**src/design/oaht_pkg.sv**
```systemverilog
// Shared types and constants for the open-addressing hash table.
// No dependencies.
package oaht_pkg;

    localparam int ACT_W  = 2;
    localparam int KEY_W  = 32;
    localparam int HASH_W = 32;
    localparam int VAL_W  = 64;
    localparam int LIM_W  = 6;
    localparam int CNT_W  = 7;
    localparam int ST_W   = 2;

    localparam logic [ACT_W-1:0] ACT_GET = 2'd0;
    localparam logic [ACT_W-1:0] ACT_SET = 2'd1;
    localparam logic [ACT_W-1:0] ACT_DEL = 2'd2;

    localparam logic [ST_W-1:0] ST_EMPTY = 2'd0;
    localparam logic [ST_W-1:0] ST_LIVE  = 2'd1;
    localparam logic [ST_W-1:0] ST_TOMB  = 2'd2;

    localparam logic [LIM_W-1:0] LIM_RESET = 6'd48;

    typedef struct packed {
        logic [ST_W-1:0]  st;
        logic [KEY_W-1:0] key;
        logic [VAL_W-1:0] val;
    } slot_t;

    typedef enum logic [2:0] {
        S_CLEAR,
        S_IDLE,
        S_HASH,
        S_PROBE,
        S_FINISH
    } state_t;

    typedef struct packed {
        logic clear_step;
        logic load_req;
        logic probe_start;
        logic probe_step;
        logic finish;
    } cmd_t;

    typedef struct packed {
        logic clear_last;
        logic mod_done;
        logic skip;
        logic probe_done;
        logic out_busy;
    } sts_t;

endpackage

```
**src/design/oaht_ctrl.sv**
```systemverilog
// Request sequencer: clearing pass, hash, probe walk, finish.
// Depends on oaht_pkg.
module oaht_ctrl (
    input  logic          clk,
    input  logic          rst_n,
    input  logic          in_valid,
    output logic          in_ready,
    input  oaht_pkg::sts_t sts,
    output oaht_pkg::cmd_t cmd
);
    import oaht_pkg::*;

    state_t state_reg, state_next;

    always_ff @(posedge clk or negedge rst_n)
    begin
        if (!rst_n)
        begin
            state_reg <= S_CLEAR;
        end
        else
        begin
            state_reg <= state_next;
        end
    end

    always_comb
    begin
        state_next = state_reg;
        unique case (state_reg)
            S_CLEAR:
            begin
                if (sts.clear_last)
                begin
                    state_next = S_IDLE;
                end
            end
            S_IDLE:
            begin
                if (in_valid)
                begin
                    state_next = S_HASH;
                end
            end
            S_HASH:
            begin
                priority if (sts.skip)
                begin
                    state_next = S_FINISH;
                end
                else if (sts.mod_done)
                begin
                    state_next = S_PROBE;
                end
                else
                begin
                    state_next = S_HASH;
                end
            end
            S_PROBE:
            begin
                if (sts.probe_done)
                begin
                    state_next = S_FINISH;
                end
            end
            S_FINISH:
            begin
                if (!sts.out_busy)
                begin
                    state_next = S_IDLE;
                end
            end
            default:
            begin
                state_next = S_CLEAR;
            end
        endcase
    end

    always_comb
    begin
        cmd      = '0;
        in_ready = 1'b0;
        unique case (state_reg)
            S_CLEAR:
            begin
                cmd.clear_step = 1'b1;
            end
            S_IDLE:
            begin
                in_ready     = 1'b1;
                cmd.load_req = in_valid;
            end
            S_HASH:
            begin
                cmd.probe_start = !sts.skip && sts.mod_done;
            end
            S_PROBE:
            begin
                cmd.probe_step = 1'b1;
            end
            S_FINISH:
            begin
                cmd.finish = !sts.out_busy;
            end
            default:
            begin
                cmd = '0;
            end
        endcase
    end

endmodule

```
**config.mk**
```make
export PLATFORM = sky130hd
export DESIGN_NAME = oaht_ctrl
export DESIGN_NICKNAME = d
export VERILOG_FILES = /design/src/design/oaht_pkg.sv /design/src/design/oaht_ctrl.sv
export SDC_FILE = /design/constraint.sdc
export NUM_CORES = 1
export LEC_CHECK = 0
export BUFFER_PORTS_ARGS = -buffer_cell sky130_fd_sc_hd__clkbuf_2
export CAP_MARGIN = 20
export CORE_AREA = 2 2 39 41
export CTS_BUF_LIST = sky130_fd_sc_hd__clkbuf_4 sky130_fd_sc_hd__clkbuf_8 sky130_fd_sc_hd__clkbuf_16
export CTS_CLUSTER_SIZE = 14
export DETAILED_ROUTE_END_ITERATION = 6
export DIE_AREA = 0 0 41 43
export PLACE_DENSITY = 0.48
export RECOVER_POWER = 100
export SLEW_MARGIN = 20
export SYNTH_ARGS = -nofsm -noshare
export SYNTH_HDL_FRONTEND = slang
export SYNTH_SLANG_ARGS = --single-unit
```
**constraint.sdc**
```tcl
create_clock -name clk -period 1.7 [get_ports clk]
set_input_delay 0.255 -clock clk [delete_from_list [all_inputs] [get_ports clk]]
set_output_delay 0.255 -clock clk [all_outputs]
set_load 0.005 [all_outputs]
```
## After elaboration in Yosys (flattened, before gate mapping)

Index checks and enable logic that the tools add are counted.

| word-level totals | value |
|---|---|
| register bits after elaboration | 3 |
| memories | 0 |
| input port bits | 8 |
| bits in read-only memories | 0 |
| bits in latches | 0 |
| bits in writable memories | 0 |
| word-level logic and storage cells | 27 |

| cells by class | value |
|---|---|
| reductions and logical operators | 5 |
| mux-type cells | 13 |
| divide/modulo/power cells | 0 |
| add/subtract/negate cells | 0 |
| shift-type cells | 0 |
| equal/unequal tests | 8 |
| multiply operators | 0 |
| bitwise operators | 0 |
| $lt $le $gt $ge | 0 |

Operator list:

| cell | count |
|---|---|
| 3-bit two-way mux | 5 |
| 3-bit case mux with 5 select lines | 1 |
| 2-bit != test, second input constant | 4 |
| 1-bit two-way mux | 7 |
| 3-bit by 2-bit == test with 1-bit output, second input constant | 2 |
| 4-bit AND reduction | 1 |
| 3-bit by 1-bit == test with 1-bit output, second input constant | 1 |
| 3-bit == test, second input constant | 1 |
| 3-bit logical NOT | 1 |
| 1-bit logical NOT | 2 |
| 1-bit logical AND | 1 |

## Logic depth before layout (Yosys ltp)

| logic depth | value |
|---|---|
| depth after elaboration | 3 |
| gate-level depth with buffers | 4 |

## Worst setup path after synthesis

Ideal clock, no wire load.

| timing | value |
|---|---|
| path type | register to output |
| from | register state_reg[0] |
| to | output cmd[0] (netlist name) |
| data arrival time | 0.811 ns |
| setup slack | 0.634 ns |
| stages on the path, launching flop included | 5 |
| required time | 1.445 ns |
| path through | dfrtp_1 buf_4 nor2_1 nand2_1 nor2_1 |

RTL lines:

| what | RTL line | source |
|---|---|---|
| start, declared | oaht_ctrl.sv:13 | `state_t state_reg, state_next;` |
| start signal, assigned | oaht_ctrl.sv:23 | `state_reg <= state_next;` |
| end, declared | oaht_ctrl.sv:9 | `output oaht_pkg::cmd_t cmd` |

==> impl_results.md <==
* Status: finished, final reports clean
* Slew of the pin with the lowest slew margin at 0.279 ns
* Fillers at 160
* Setup Fix Bufs, Post-CTS at 0
* Post-synth cell types at 18
* Initial antenna violation count at 0
* Placed cells at 57
* Largest family of logic cells by synthesized area: simple AND/OR/NAND/NOR gates
* Total grt overflow at 0
* Placeable core region at 1380 um^2
* CTS tree: built
* Max_cap viols at 0
* Synth area leader: dfrtp_1
* Synth Area in Simple Gates at 0.390
* Max reg flops at 3
* Synthesized Nets at 39
* Post-synth EDFFs at 0
* Top cell type's share of synthesized area at 0.286
* Vias in the first global route at 225
* Fin cells at 62
* DRT iter0 DRCs at 3
* Tot Pwr at 0.558 mW
* Pre-CTS WS at 0.479 ns
* RSZ-0062 raised after global routing: no
* Routability cong. at 0.654
* Hold WS at 0.291 ns
* Post-synthesis instance total at 31
* Clock Path Buffers at 2
* Slew Limit Fails at 0
* DR WL/cell at 8.84 um
* Count of buffers from port buffering at 13
* Final Hold Vio Count at 0
* Util after Layout at 0.242
* Post-synthesis adder-cell area fraction at 0
* Area post-placement at 318 um^2
* Site row count at 14
* Static Leakage at 0.162 nW
* Fin area at 335 um^2
* Layout cells sized above 1 at 0.348
* Worst Clk Skew at 0.000847 ns
* Multiplexer area fraction after synthesis at 0
* CTS root buf: clkbuf_4
* Pre-Repair DR Iteration Count at 2
* Crit. End Element: output port
* Final setup margin at 0.232 ns
* Worst skew pair latency at 0.23 ns
* Clock Sinks at 3
* Area growth syn-to-layout at 27.6%
* Period utilization at 0.864
* DRC viols at 0
* Startpoint Class: register
* Drt total wl at 548 um
* Pwr dens at 1660 nW/um^2
* Post-route setup TNS at 0 ns
* Worst path required time at 1.44 ns
* Fin crit period at 1.47 ns
* GRT Total Usage at 0.0673
* Antenna Cells at 0
* FMAX at 681 MHz
* Initial Utilization at 0.190
* XOR/XNOR Fraction of Synth Area at 0
* First-pass GRT wire length at 772 um
* Number of gates resized after cts at 0
* Synth async-reset ratio at 1.00
* Main synth FF type: dfrtp_1
* Die Ht at 43 um
* CP Max Fanout at 9
* Worst hold path type: in -> reg
* Post-synthesis register bit count at 3
* Max H-tree Level at 1
* Arrival @ worst endpoint at 1.21 ns
* Seq/Total Area, Yosys at 0.286
* Synth area leaders: dfrtp_1, buf_6, nor2_1
* # nets final at 55
* Vias after detailed routing at 259
* Vias per cell at 4.18
* Post-Syn Area at 263 um^2
* Clock slew at reported path FFs at 0.03 ns
* Worst slew margin at 0.814
* Synth Area in Compound Gates at 0.181
* Synthesized area per cell at 8.48 um^2
* Final setup violating endpoints at 0
* Pin count of the biggest net entering global routing at 10
* Num CTS Buffers at 3
* Hold_buf cts at 1
* # IOs at 14
* Die area at 1760 um^2
* Syn. warnings at 0
* Hpwl dp at 419 um
* Setup CP Type: reg -> out
* Final ANT Viol Nets at 0
* Die width at 41 um
* Peak VDD IR at 307 uV
==> power by group <==
group          total, mW  switching [mW]  internal (mW)
combinational      0.236           0.112          0.123
sequential         0.185          0.0793          0.106
clock              0.137          0.0332          0.104
==> layer usage <==
layer | wire [um] | GRT usage
met1 | 247 | 0.0643
met4 | 0 | 0.0600
met2 | 258 | 0.109
met5 | 0 | 0
met3 | 42 | 0.0157
==> cell usage in the layout, fill, tap and decap left out, types with 2 or more instances in the layout <==
cell type | Yosys | layout
nand2_1 | 3 | 3
inv_1 | 2 | 2
clkbuf_1 | 0 | 2
nor2_1 | 6 | 6
dfrtp_1 | 3 | 3
a21oi_1 | 2 | 2
nand2b_1 | 2 | 3
clkbuf_4 | 0 | 4
clkbuf_2 | 0 | 10
==> cells in the mapped netlist, types with 2 or more instances <==
cell type  number
a21oi_1         2
buf_6           2
dfrtp_1         3
inv_1           2
nand2_1         3
nand2b_1        2
nor2_1          6
==> worst max-delay path, cell delays in order (launching register included) <==
cell and delay, ns:
dfrtp_1 0.47, nor2b_1 0.20, and3_2 0.21, clkbuf_2 0.11
==> cell families (layout without fill, tap and decap cells) <==
group / count (synthesis) / after routing
flops: 3 / 3
compound gates: 6 / 6
simple gates: 17 / 17
buf+inv: 5 / 20
==> layout make-up <==
class                      count  area (um^2)  area share
clock buffer                   4         30.0      0.0896
inverter                       2         7.51      0.0224
multi-input combinational     23          131       0.392
sequential                     3         75.1       0.224
tap                           16         20.0      0.0597
timing repair buffer          14         71.3       0.213
==> final timing paths <==
check                                         startpoint                  endpoint  slack, ns  depth (start not counted)
worst min register to register  state_reg[2]$_DFFE_PN0P_  state_reg[1]$_DFFE_PN0P_       0.60                          1
worst max register to register  state_reg[1]$_DFFE_PN0P_  state_reg[0]$_DFFE_PN0P_       0.58                          3
max in group asynchronous                          rst_n  state_reg[1]$_DFFE_PN0P_       1.19                          2
worst max-delay path            state_reg[1]$_DFFE_PN0P_                    cmd[2]       0.23                          3
min in group asynchronous                          rst_n  state_reg[0]$_DFFE_PN0P_       0.36                          2
worst min-delay path                              sts[4]  state_reg[0]$_DFFE_PN0P_       0.29                          3
Power figures use the tool's default switching activity.
